==> config.mk <==
export PLATFORM = sky130hd
export DESIGN_NAME = reload_down_counter_timer
export DESIGN_NICKNAME = d
export VERILOG_FILES = /design/src/rtl/rdct_pkg.sv /design/src/rtl/reload_down_counter_timer.sv /design/src/rtl/rdct_in_stage.sv /design/src/rtl/rdct_core.sv /design/src/rtl/rdct_out_stage.sv
export VERILOG_INCLUDE_DIRS = /design/src /design/src/rtl
export SDC_FILE = /design/constraint.sdc
export NUM_CORES = 1
export LEC_CHECK = 0
export ABC_CLOCK_PERIOD_IN_PS = 2600
export BUFFER_PORTS_ARGS = -buffer_cell sky130_fd_sc_hd__buf_2
export CAP_MARGIN = 15
export CORE_MARGIN = 3
export CORE_UTILIZATION = 51
export DETAILED_ROUTE_END_ITERATION = 16
export GPL_TIMING_DRIVEN = 0
export PLACE_DENSITY = 0.84
export SYNTH_ARGS = -nofsm -noshare
export SYNTH_HDL_FRONTEND = slang
export SYNTH_SLANG_ARGS = --single-unit
==> constraint.sdc <==
create_clock -name i_clk -period 2.6 [get_ports i_clk]
set_input_delay 0.39 -clock i_clk [delete_from_list [all_inputs] [get_ports i_clk]]
set_output_delay 0.39 -clock i_clk [all_outputs]
set_load 0.005 [all_outputs]
==> src/rtl/reload_down_counter_timer_defines.svh <==
// Assertion macros for the reload down-counter timer.
// Included by the RTL files that carry concurrent assertions; no dependencies.
`ifndef RELOAD_DOWN_COUNTER_TIMER_DEFINES_SVH
`define RELOAD_DOWN_COUNTER_TIMER_DEFINES_SVH

`ifndef ASSERT_OFF
// check prop on every rising edge, skipped while reset is held
`define RDCT_ASSERT(lbl, clk, rstn, prop) \
    lbl: assert property (@(posedge clk) disable iff (!rstn) prop) \
        else $error("rdct assertion failed");
// check prop on every rising edge, reset included
`define RDCT_ASSERT_ALWAYS(lbl, clk, prop) \
    lbl: assert property (@(posedge clk) prop) \
        else $error("rdct assertion failed");
`else
`define RDCT_ASSERT(lbl, clk, rstn, prop)
`define RDCT_ASSERT_ALWAYS(lbl, clk, prop)
`endif

`endif

==> src/rtl/rdct_pkg.sv <==
// Types and constants shared by the reload down-counter timer modules.
// No dependencies.
package rdct_pkg;

    localparam int COUNT_WIDTH = 24;
    localparam int WORD_WIDTH  = 32;
    localparam int READ_WIDTH  = 24;

    localparam logic [COUNT_WIDTH-1:0] COUNT_RESET = {COUNT_WIDTH{1'b1}};
    localparam logic [3:0] CTRL_RESET  = 4'h8;
    localparam logic [3:0] CTRL_STORED = 4'hd;

    localparam int CTRL_START = 0;
    localparam int CTRL_LOAD  = 1;
    localparam int CTRL_IRQEN = 2;
    localparam int CTRL_AUTO  = 3;

    localparam logic [1:0] REG_RELOAD = 2'd0;
    localparam logic [1:0] REG_COUNT  = 2'd1;
    localparam logic [1:0] REG_CTRL   = 2'd2;

    localparam logic [2:0] SIZE_HALF = 3'd2;
    localparam logic [2:0] SIZE_WORD = 3'd4;

    typedef enum logic [1:0] {
        OP_READ  = 2'd0,
        OP_WRITE = 2'd1,
        OP_TICK  = 2'd2
    } t_opcode;

    typedef struct packed {
        logic [1:0]            opcode;
        logic [3:0]            address;
        logic [2:0]            access_size;
        logic [WORD_WIDTH-1:0] write_data;
    } t_item;

    typedef struct packed {
        logic                  ok;
        logic [READ_WIDTH-1:0] read_data;
        logic                  irq_pulse;
    } t_result;

endpackage

==> src/rtl/reload_down_counter_timer.sv <==
// Channel  | Direction | Handshake               | Payload
// ---------+-----------+-------------------------+-------------------------------------------
// in       | input     | i_in_valid / o_in_ready | i_opcode i_address i_access_size i_write_data
// out      | output    | o_out_valid/ i_out_ready| o_ok o_read_data o_irq_pulse
//
// One item per cycle unless stalled; o_out_valid rises as an item enters the result register.
// Registers update as an item leaves the input register for the result register.
// Reset (i_rst_n low, synchronous) empties both registers, reload and counter
// to all ones, control to auto-reload only.
// A stall on out holds the result register; in keeps taking items until the
// input register is also full.
// Top level of the reload down-counter timer; depends on rdct_pkg and its modules.
module reload_down_counter_timer (
    input  logic        i_clk,
    input  logic        i_rst_n,
    input  logic        i_in_valid,
    output logic        o_in_ready,
    input  logic [1:0]  i_opcode,
    input  logic [3:0]  i_address,
    input  logic [2:0]  i_access_size,
    input  logic [31:0] i_write_data,
    output logic        o_out_valid,
    input  logic        i_out_ready,
    output logic        o_ok,
    output logic [23:0] o_read_data,
    output logic        o_irq_pulse
);

    rdct_pkg::t_item   in_item;
    rdct_pkg::t_item   stg_item;
    rdct_pkg::t_result core_result;
    rdct_pkg::t_result out_result;
    logic              stg_vld;
    logic              out_rdy;
    logic              adv;

    assign in_item.opcode      = i_opcode;
    assign in_item.address     = i_address;
    assign in_item.access_size = i_access_size;
    assign in_item.write_data  = i_write_data;
    assign adv                 = stg_vld && out_rdy;

    rdct_in_stage u_in (
        .i_clk      (i_clk),
        .i_rst_n    (i_rst_n),
        .i_in_valid (i_in_valid),
        .o_in_ready (o_in_ready),
        .i_item     (in_item),
        .i_take     (out_rdy),
        .o_vld      (stg_vld),
        .o_item     (stg_item)
    );

    rdct_core u_core (
        .i_clk    (i_clk),
        .i_rst_n  (i_rst_n),
        .i_item   (stg_item),
        .i_adv    (adv),
        .o_result (core_result)
    );

    rdct_out_stage u_out (
        .i_clk       (i_clk),
        .i_rst_n     (i_rst_n),
        .i_vld       (stg_vld),
        .o_ready     (out_rdy),
        .i_result    (core_result),
        .o_out_valid (o_out_valid),
        .i_out_ready (i_out_ready),
        .o_result    (out_result)
    );

    assign o_ok        = out_result.ok;
    assign o_read_data = out_result.read_data;
    assign o_irq_pulse = out_result.irq_pulse;

endmodule

==> src/rtl/rdct_in_stage.sv <==
// Input register of the reload down-counter timer: holds one item.
// Depends on rdct_pkg.
module rdct_in_stage (
    input  logic                i_clk,
    input  logic                i_rst_n,
    input  logic                i_in_valid,
    output logic                o_in_ready,
    input  rdct_pkg::t_item     i_item,
    input  logic                i_take,
    output logic                o_vld,
    output rdct_pkg::t_item     o_item
);

    logic            r_vld;
    rdct_pkg::t_item r_item;

    assign o_in_ready = !r_vld || i_take;
    assign o_vld      = r_vld;
    assign o_item     = r_item;

    always_ff @(posedge i_clk) begin
        if (!i_rst_n) begin
            r_vld <= 1'b0;
        end else if (o_in_ready) begin
            r_vld <= i_in_valid;
        end
    end

    always_ff @(posedge i_clk) begin
        if (o_in_ready && i_in_valid) begin
            r_item <= i_item;
        end
    end

endmodule

==> src/rtl/rdct_core.sv <==
// Register file and tick logic of the reload down-counter timer.
// Depends on rdct_pkg and reload_down_counter_timer_defines.svh.
`include "reload_down_counter_timer_defines.svh"

module rdct_core (
    input  logic                i_clk,
    input  logic                i_rst_n,
    input  rdct_pkg::t_item     i_item,
    input  logic                i_adv,
    output rdct_pkg::t_result   o_result
);

    logic [rdct_pkg::COUNT_WIDTH-1:0] r_reload, n_reload;
    logic [rdct_pkg::COUNT_WIDTH-1:0] r_count,  n_count;
    logic [3:0]                       r_ctrl,   n_ctrl;

    logic                             good;
    logic [rdct_pkg::WORD_WIDTH-1:0]  wval;
    logic [rdct_pkg::WORD_WIDTH-1:0]  rval;
    logic [rdct_pkg::WORD_WIDTH-1:0]  rsel;

    always_comb begin
        n_reload = r_reload;
        n_count  = r_count;
        n_ctrl   = r_ctrl;
        o_result = '0;
        rval     = '0;
        rsel     = '0;
        good     = (i_item.access_size inside {rdct_pkg::SIZE_HALF, rdct_pkg::SIZE_WORD})
                   && (i_item.address[1:0] == 2'b00);
        wval     = (i_item.access_size == rdct_pkg::SIZE_HALF)
                   ? {16'b0, i_item.write_data[15:0]} : i_item.write_data;
        case (i_item.opcode)
            rdct_pkg::OP_TICK: begin
                o_result.ok = 1'b1;
                if (r_ctrl[rdct_pkg::CTRL_START]) begin
                    if (r_count != '0) begin
                        n_count = r_count - rdct_pkg::COUNT_WIDTH'(1);
                    end else begin
                        if (r_ctrl[rdct_pkg::CTRL_AUTO]) begin
                            n_count = r_reload;
                        end else begin
                            n_ctrl[rdct_pkg::CTRL_START] = 1'b0;
                        end
                        o_result.irq_pulse = r_ctrl[rdct_pkg::CTRL_IRQEN];
                    end
                end
            end
            rdct_pkg::OP_READ: begin
                case (i_item.address[3:2])
                    rdct_pkg::REG_RELOAD: rval = rdct_pkg::WORD_WIDTH'(r_reload);
                    rdct_pkg::REG_COUNT:  rval = rdct_pkg::WORD_WIDTH'(r_count);
                    rdct_pkg::REG_CTRL:   rval = rdct_pkg::WORD_WIDTH'(r_ctrl);
                    default:              good = 1'b0;
                endcase
                rsel = (i_item.access_size == rdct_pkg::SIZE_HALF)
                       ? {16'b0, rval[15:0]} : rval;
                if (good) begin
                    o_result.ok        = 1'b1;
                    o_result.read_data = rsel[rdct_pkg::READ_WIDTH-1:0];
                end
            end
            rdct_pkg::OP_WRITE: begin
                if (good) begin
                    case (i_item.address[3:2])
                        rdct_pkg::REG_RELOAD: begin
                            n_reload = wval[rdct_pkg::COUNT_WIDTH-1:0];
                        end
                        rdct_pkg::REG_CTRL: begin
                            if (wval[rdct_pkg::CTRL_START] && !r_ctrl[rdct_pkg::CTRL_START]) begin
                                n_count = r_reload;
                            end
                            if (wval[rdct_pkg::CTRL_LOAD]) begin
                                n_count = r_reload;
                            end
                            n_ctrl = wval[3:0] & rdct_pkg::CTRL_STORED;
                        end
                        default: good = 1'b0;
                    endcase
                end
                o_result.ok = good;
            end
            default: begin
                o_result = '0;
            end
        endcase
    end

    always_ff @(posedge i_clk) begin
        if (!i_rst_n) begin
            r_reload <= rdct_pkg::COUNT_RESET;
            r_count  <= rdct_pkg::COUNT_RESET;
            r_ctrl   <= rdct_pkg::CTRL_RESET;
        end else if (i_adv) begin
            r_reload <= n_reload;
            r_count  <= n_count;
            r_ctrl   <= n_ctrl;
        end
    end

    `RDCT_ASSERT(a_hold_when_idle, i_clk, i_rst_n,
        !i_adv |=> $stable(r_reload) && $stable(r_count) && $stable(r_ctrl))
    `RDCT_ASSERT(a_fail_no_effect, i_clk, i_rst_n,
        (i_adv && !o_result.ok) |=> $stable(r_reload) && $stable(r_count) && $stable(r_ctrl))
    `RDCT_ASSERT(a_tick_decrements, i_clk, i_rst_n,
        (i_adv && i_item.opcode == rdct_pkg::OP_TICK && r_ctrl[rdct_pkg::CTRL_START]
         && r_count != '0) |=> (r_count + rdct_pkg::COUNT_WIDTH'(1)) == $past(r_count))
    `RDCT_ASSERT(a_irq_only_on_expiry, i_clk, i_rst_n,
        (i_adv && o_result.irq_pulse) |-> (r_count == '0) && r_ctrl[rdct_pkg::CTRL_IRQEN])
    `RDCT_ASSERT(a_load_bit_not_stored, i_clk, i_rst_n,
        !r_ctrl[rdct_pkg::CTRL_LOAD])

endmodule

==> src/rtl/rdct_out_stage.sv <==
// Result register of the reload down-counter timer: holds one finished item.
// Depends on rdct_pkg.
module rdct_out_stage (
    input  logic                i_clk,
    input  logic                i_rst_n,
    input  logic                i_vld,
    output logic                o_ready,
    input  rdct_pkg::t_result   i_result,
    output logic                o_out_valid,
    input  logic                i_out_ready,
    output rdct_pkg::t_result   o_result
);

    logic              r_vld;
    rdct_pkg::t_result r_result;

    assign o_ready     = !r_vld || i_out_ready;
    assign o_out_valid = r_vld;
    assign o_result    = r_result;

    always_ff @(posedge i_clk) begin
        if (!i_rst_n) begin
            r_vld <= 1'b0;
        end else if (o_ready) begin
            r_vld <= i_vld;
        end
    end

    always_ff @(posedge i_clk) begin
        if (o_ready && i_vld) begin
            r_result <= i_result;
        end
    end

endmodule

# ---- Word-level counts from Yosys, hierarchy flattened
# Cells that the tools add are included.
dict set report totals {
  register_bits 112
  wordCells 77
}
dict set report op_classes {
  addsub 1
  n_reduce_logical 24
  n_eq_ne 11
  n_bitwise 4
  mux 23
}
# op count
set ops {}
lappend ops {{$mux 24} 9}
lappend ops {{$pmux 24 s3} 1}
lappend ops {{$pmux 24 s2} 1}
lappend ops {{$mux 25} 1}
lappend ops {{$reduce_bool 24->1} 1}
lappend ops {{$sub 24x1->24 const B} 1}
lappend ops {{$reduce_and 4->1} 3}
lappend ops {{$mux 1} 9}
lappend ops {{$reduce_or 3->1} 3}
lappend ops {{$reduce_and 7->1} 1}
lappend ops {{$logic_not 2->1} 3}
lappend ops {{$ne 3x1->1 const B} 2}
lappend ops {{$eq 2x1->1 const B} 2}
lappend ops {{$eq 2x2->1 const B} 2}
lappend ops {{$logic_and 1x1->1} 4}
lappend ops {{$ne 2x1->1 const B} 2}
lappend ops {{$not 1->1} 4}
lappend ops {{$reduce_bool 2->1} 2}
lappend ops {{$eq 3x2->1 const B} 1}
lappend ops {{$eq 3x3->1 const B} 1}
lappend ops {{$logic_not 1->1} 3}
lappend ops {{$pmux 1 s3} 1}
lappend ops {{$logic_or 1x1->1} 2}
lappend ops {{$ne 2x2->1 const B} 1}
lappend ops {{other kinds (3)} 3}

# ---- Longest topological paths before layout
dict set report logic_depth {
  ltp_word 8
  ltp_mapped 10
}

# ---- Cells and area by module
# Synthesis repeated with hierarchy kept, for this count alone.
dict set report hier_totals {
  cells_unflattened 502
  area_unflattened_um2 5571.6
}
# module n_inst area_per_inst_um2 cells_each
set by_module_without_submodules {}
lappend by_module_without_submodules {rdct_core 1 3438.3 424}
lappend by_module_without_submodules {rdct_in_stage 1 1288.7 46}
lappend by_module_without_submodules {rdct_out_stage 1 838.3 31}
lappend by_module_without_submodules {reload_down_counter_timer 1 6.3 1}

# ---- Least setup slack after synthesis
# No wires, ideal clock.
dict set report synth_timing {
  path_kind {register to register}
  from {register u_out.r_vld (netlist: u_out.o_out_valid)}
  to {register u_core.r_count[0] (netlist name)}
  path_stages_with_launch 9
  required_time_ns 2.526
  setup_slack_ns 0.063
  arrival_time_ns 2.462
  cell_sequence {dfxtp_1 nor2b_1 nand2b_1 inv_1 o221ai_1 nor2_2 clkbuf_1 o21ai_0 a31oi_1}
}
dict set report synth_via {
  elab_chain_len 4
}
# item line_no
set synth_rtl {}
lappend synth_rtl {{start, declared} rdct_out_stage.sv:14} ;# logic r_vld;
lappend synth_rtl {{start signal, assigned} rdct_out_stage.sv:25} ;# r_vld <= i_vld;
lappend synth_rtl {{$logic_not 1->1} rdct_out_stage.sv:17} ;# assign o_ready = !r_vld || i_out_ready;
lappend synth_rtl {{$logic_or 1x1->1} rdct_out_stage.sv:17}
lappend synth_rtl {{$logic_and 1x1->1} reload_down_counter_timer.sv:41} ;# assign adv = stg_vld && out_rdy;
lappend synth_rtl {{net adv} reload_down_counter_timer.sv:35} ;# logic adv;
lappend synth_rtl {{$reduce_and 7->1 (no line)} -}
lappend synth_rtl {{end signal, assigned} rdct_core.sv:92} ;# r_count <= rdct_pkg::COUNT_RESET;
lappend synth_rtl {{end signal, assigned} rdct_core.sv:96} ;# r_count <= n_count;
lappend synth_rtl {{end, declared} rdct_core.sv:14} ;# logic [rdct_pkg::COUNT_WIDTH-1:0] r_count, n_count;
# The timed path passes the listed nets, and every way through them passes these cells.
# A chain may end at the register's enable or synchronous reset.

# ---- Worst setup path in the final report
dict set report layout_timing {
  from {register u_in.r_item, in the netlist u_in.o_item[32]}
  to {register u_core.r_reload[12] (netlist name)}
}
dict set report layout_via {
  elab_chain_len 4
}
# item line_no
set layout_rtl {}
lappend layout_rtl {{start, declared} rdct_in_stage.sv:15} ;# rdct_pkg::t_item r_item;
lappend layout_rtl {{start signal, assigned} rdct_in_stage.sv:31} ;# r_item <= i_item;
lappend layout_rtl {{$eq 3x2->1 or $eq 3x3->1 (tied branches)} rdct_core.sv:29} ;# good = (i_item.access_size inside {rdct_pkg::SIZE_HALF, rdct_pkg::SIZE_WORD})
lappend layout_rtl {{$reduce_bool 2->1 *} rdct_core.sv:29}
lappend layout_rtl {{$logic_and 1x1->1 *} rdct_core.sv:30} ;# && (i_item.address[1:0] == 2'b00);
lappend layout_rtl {{$reduce_and 4->1 (no line) *} -}
lappend layout_rtl {{end signal, assigned} rdct_core.sv:91} ;# r_reload <= rdct_pkg::COUNT_RESET;
lappend layout_rtl {{end signal, assigned} rdct_core.sv:95} ;# r_reload <= n_reload;
lappend layout_rtl {{end, declared} rdct_core.sv:13} ;# logic [rdct_pkg::COUNT_WIDTH-1:0] r_reload, n_reload;
# Mark *: on every way between the ends. The rest lies on a longest branch, timed or not.

==> impl_metrics.csv <==
group,metric,value,unit
power,vdd_ir_drop_max,0.355,mV
placement,port_buffers,64,
finish,final_common_cell,"buf_2",
clock_tree,cts_htree_levels,3,
floorplanning,num_io_pins,73,
power,pwr-share-seq,0.620,
synth,synthesis.nets,536,
route,drt-pass1-iter-count,5,
setup_path,end_kind,"flop",
finish,design_area,0.00578,mm2
sta,tightest_slew,829,ps
min_path,hp-class,"input port to flop",
power,leakage,2.37,nW
sta,finalCritPeriodShare,0.972,
floorplanning,rows,35,
setup_path,worst-setup-path-type,"flop to flop",
synth,synth_cell_types,51,
route,wl_per_cell,18.2,um
sta,period_minus_slack,2530,ps
job,drv_cap,0,
grt,grt-ovfl-total,0,
sta,rsz0062_at_grt,"yes",
synth,yosys_warnings,0,
grt,antenna_found_initial,0,
power,pwr-share-clk,0.323,
synth,syn_inst,489,
route,vias_per_cell,5.82,
sta,timing.fmax,396,MHz
route,drt_iter0_drc,456,
finish,nFillCells,772,
placement,place_congestion,0.967,
route,routed_wl,12700,um
synth,synthArstFlopShare,0,
sta,holdWs,180,ps
setup_path,start_kind,"flop",
synth,seq_area_frac_synth,0.571,
grt,grt_first_pass_wirelength,20600,um
power,p_sw,753,uW
floorplanning,initial_core_util,0.532,
synth,synth_edf_count,59,
synth,syn_avg_cell_area,10.2,um2
power,power.density,536,mW/mm2
finish,drive_gt1_frac,0.206,
synth,synthesis.area,0.00496,mm2
clock_tree,cts.sinks,112,
synth,ys_seq_elements,112,
finish,layout_common_cells,"buf_2, edfxtp_1, dfxtp_1",
grt,grt_pass1_vias,4039,
clock_tree,clkSlewWorstSetupHoldPaths,110,ps
sta,slew_headroom,0.448,
route,vias,4081,
setup_path,required,2840,ps
synth,synthFlopType,"edfxtp_1",
floorplanning,fp.dieW,105,um
sta,drv_slew,0,
finish,area_delta_synth_final,16.5,%
grt,grt_use_total,0.237,
clock_tree,numCtsBuffers,9,
power,pwr-share-comb,0.057,
setup_path,arrival,2760,ps
finish,fin_cells,701,
clock_tree,clock_path_buffers,2,
clock_tree,ctsHoldBuffers,0,
sta,hold_violations,0,
power,total_power,3.10,mW
floorplanning,die_h,105,um
finish,antenna_cells,0,
placement,place_hpwl,9140,um
placement,placed_cells,683,
route,drt.antenna.violating_nets,0,
sta,fin_worst_skew,14.8,ps
floorplanning,core,0.00933,mm2
clock_tree,insertion_delay,370,ps
power,swShare,0.243,
power,internal_power,2.35,mW
sta,setup_viol,0,
setup_path,path_max_fanout,10,
route,route.detailed.drc,0,
floorplanning,die-area,0.0110,mm2
clock_tree,cts-root-buf,"clkbuf_8",
finish,final_nets,614,
clock_tree,cts_tree,"done",
run_status,status,"finished, final reports clean",
placement,place_area,0.00547,mm2
grt,grt_max_degree,26,
## power by group through the flow
| stage | logic [mW] | clock network, mW | registers, mW |
|---|---|---|---|
| 2_1_floorplan | 0.0835 | 0 | 1.96 |
| 3_3_place_gp | 0.154 | 0 | 1.96 |
| 3_5_place_dp | 0.164 | 0 | 1.96 |
| 4_1_cts | 0.171 | 1.01 | 1.92 |
| 5_1_grt | 0.191 | 1.10 | 1.93 |
| 6_report | 0.176 | 1.00 | 1.92 |
## per-stage QoR
stage / setup TNS, ps / setup slack [ps] / utilization
final: 0 / 72.5 / 0.620
after detailed placement: -22430 / -1060 / 0.587
after global routing: -59.8 / -24.9 / 0.620
after global placement: -19980 / -975 / 0.584
after CTS: 0 / 0.881 / 0.615
after floorplan: 0 / 63.4 / -
## timing repair
item | 4_1_cts | 5_1_grt
setup endpoints to repair | 32 | 59
setup buffers | 4 | 0
pin swaps | 5 | 1
gates cloned | 1 | 0
gates resized for setup | 14 | 23
## layer usage
layer	vias up	track usage	share of wire
met5	-	0	0
met2	190	0.393	0.48
met4	0	0.0581	0.017
met1	1921	0.319	0.41
li1	1944	-	-
met3	26	0.0500	0.089
## cells by family (layout without fill, tap and decap cells)
kind of cell	Yosys count	in the layout	synth area share
mux	26	26	0.0524
fa+ha+maj	2	2	0.00504
simple gates	203	203	0.209
compound gates	89	89	0.114
xor+xnor	1	1	0.00176
flops	112	112	0.571
buf+inv	56	139	0.0471
## flip-flops by register name, summed over array words and instances, names as in the netlist
register / flops
u_out.o_out_valid: 1
u_core.r_count: 24
u_out.o_result: 26
u_in.o_vld: 1
u_core.r_reload: 24
u_in.o_item: 33
u_core.r_ctrl: 3
## final timing paths
path                             startpoint                               end  slack, ps  depth (start not counted)
setup / recovery  u_in.o_item[32]$_DFFE_PP_  u_core.r_reload[12]$_SDFFE_PN1P_         70                          7
hold / removal             i_access_size[1]         u_in.o_item[33]$_DFFE_PP_        180                          1
setup reg to reg  u_in.o_item[32]$_DFFE_PP_  u_core.r_reload[12]$_SDFFE_PN1P_         70                          7
hold reg to reg    u_in.o_item[5]$_DFFE_PP_   u_core.r_reload[5]$_SDFFE_PN1P_        470                          2
## critical path, stage by stage, from the launching register on
cell and delay, ps:
edfxtp_1 400, or3_1 460, or3_1 420, or4_1 530, clkbuf_1 200, buf_2 220
nand2_1 100, nand3_1 70
## cell usage after synthesis, drive strengths merged, types with 5 or more instances
master  number  area (um2)
edfxtp      59        1770
dfxtp       53        1060
nand2       52         195
nand3       48         240
o21ai       43         215
nor2        36         138
clkbuf      28         105
mux2i       26         260
inv         22        82.6
a32oi       17         149
nor4        15         109
a21oi       10        50.1
nor3         9        45.0
nor2b        7        43.8
or3          7        43.8
buf          6        46.3
or4          5        45.0
## layout make-up
type                            count  area (um2)  area share
Buffer                             31         163      0.0281
Inverter                           22        86.3      0.0149
Clock buffer                       10         128      0.0221
Clock inverter                      6        57.6     0.00995
Multi-Input combinational cell    321        1970       0.341
Tap cell                          129         161      0.0279
Timing Repair Buffer               69         378      0.0654
Sequential cell                   112        2830       0.490
Timing Repair inverter              1        5.00    0.000866
No activity file was read; power rests on OpenSTA's default activity.
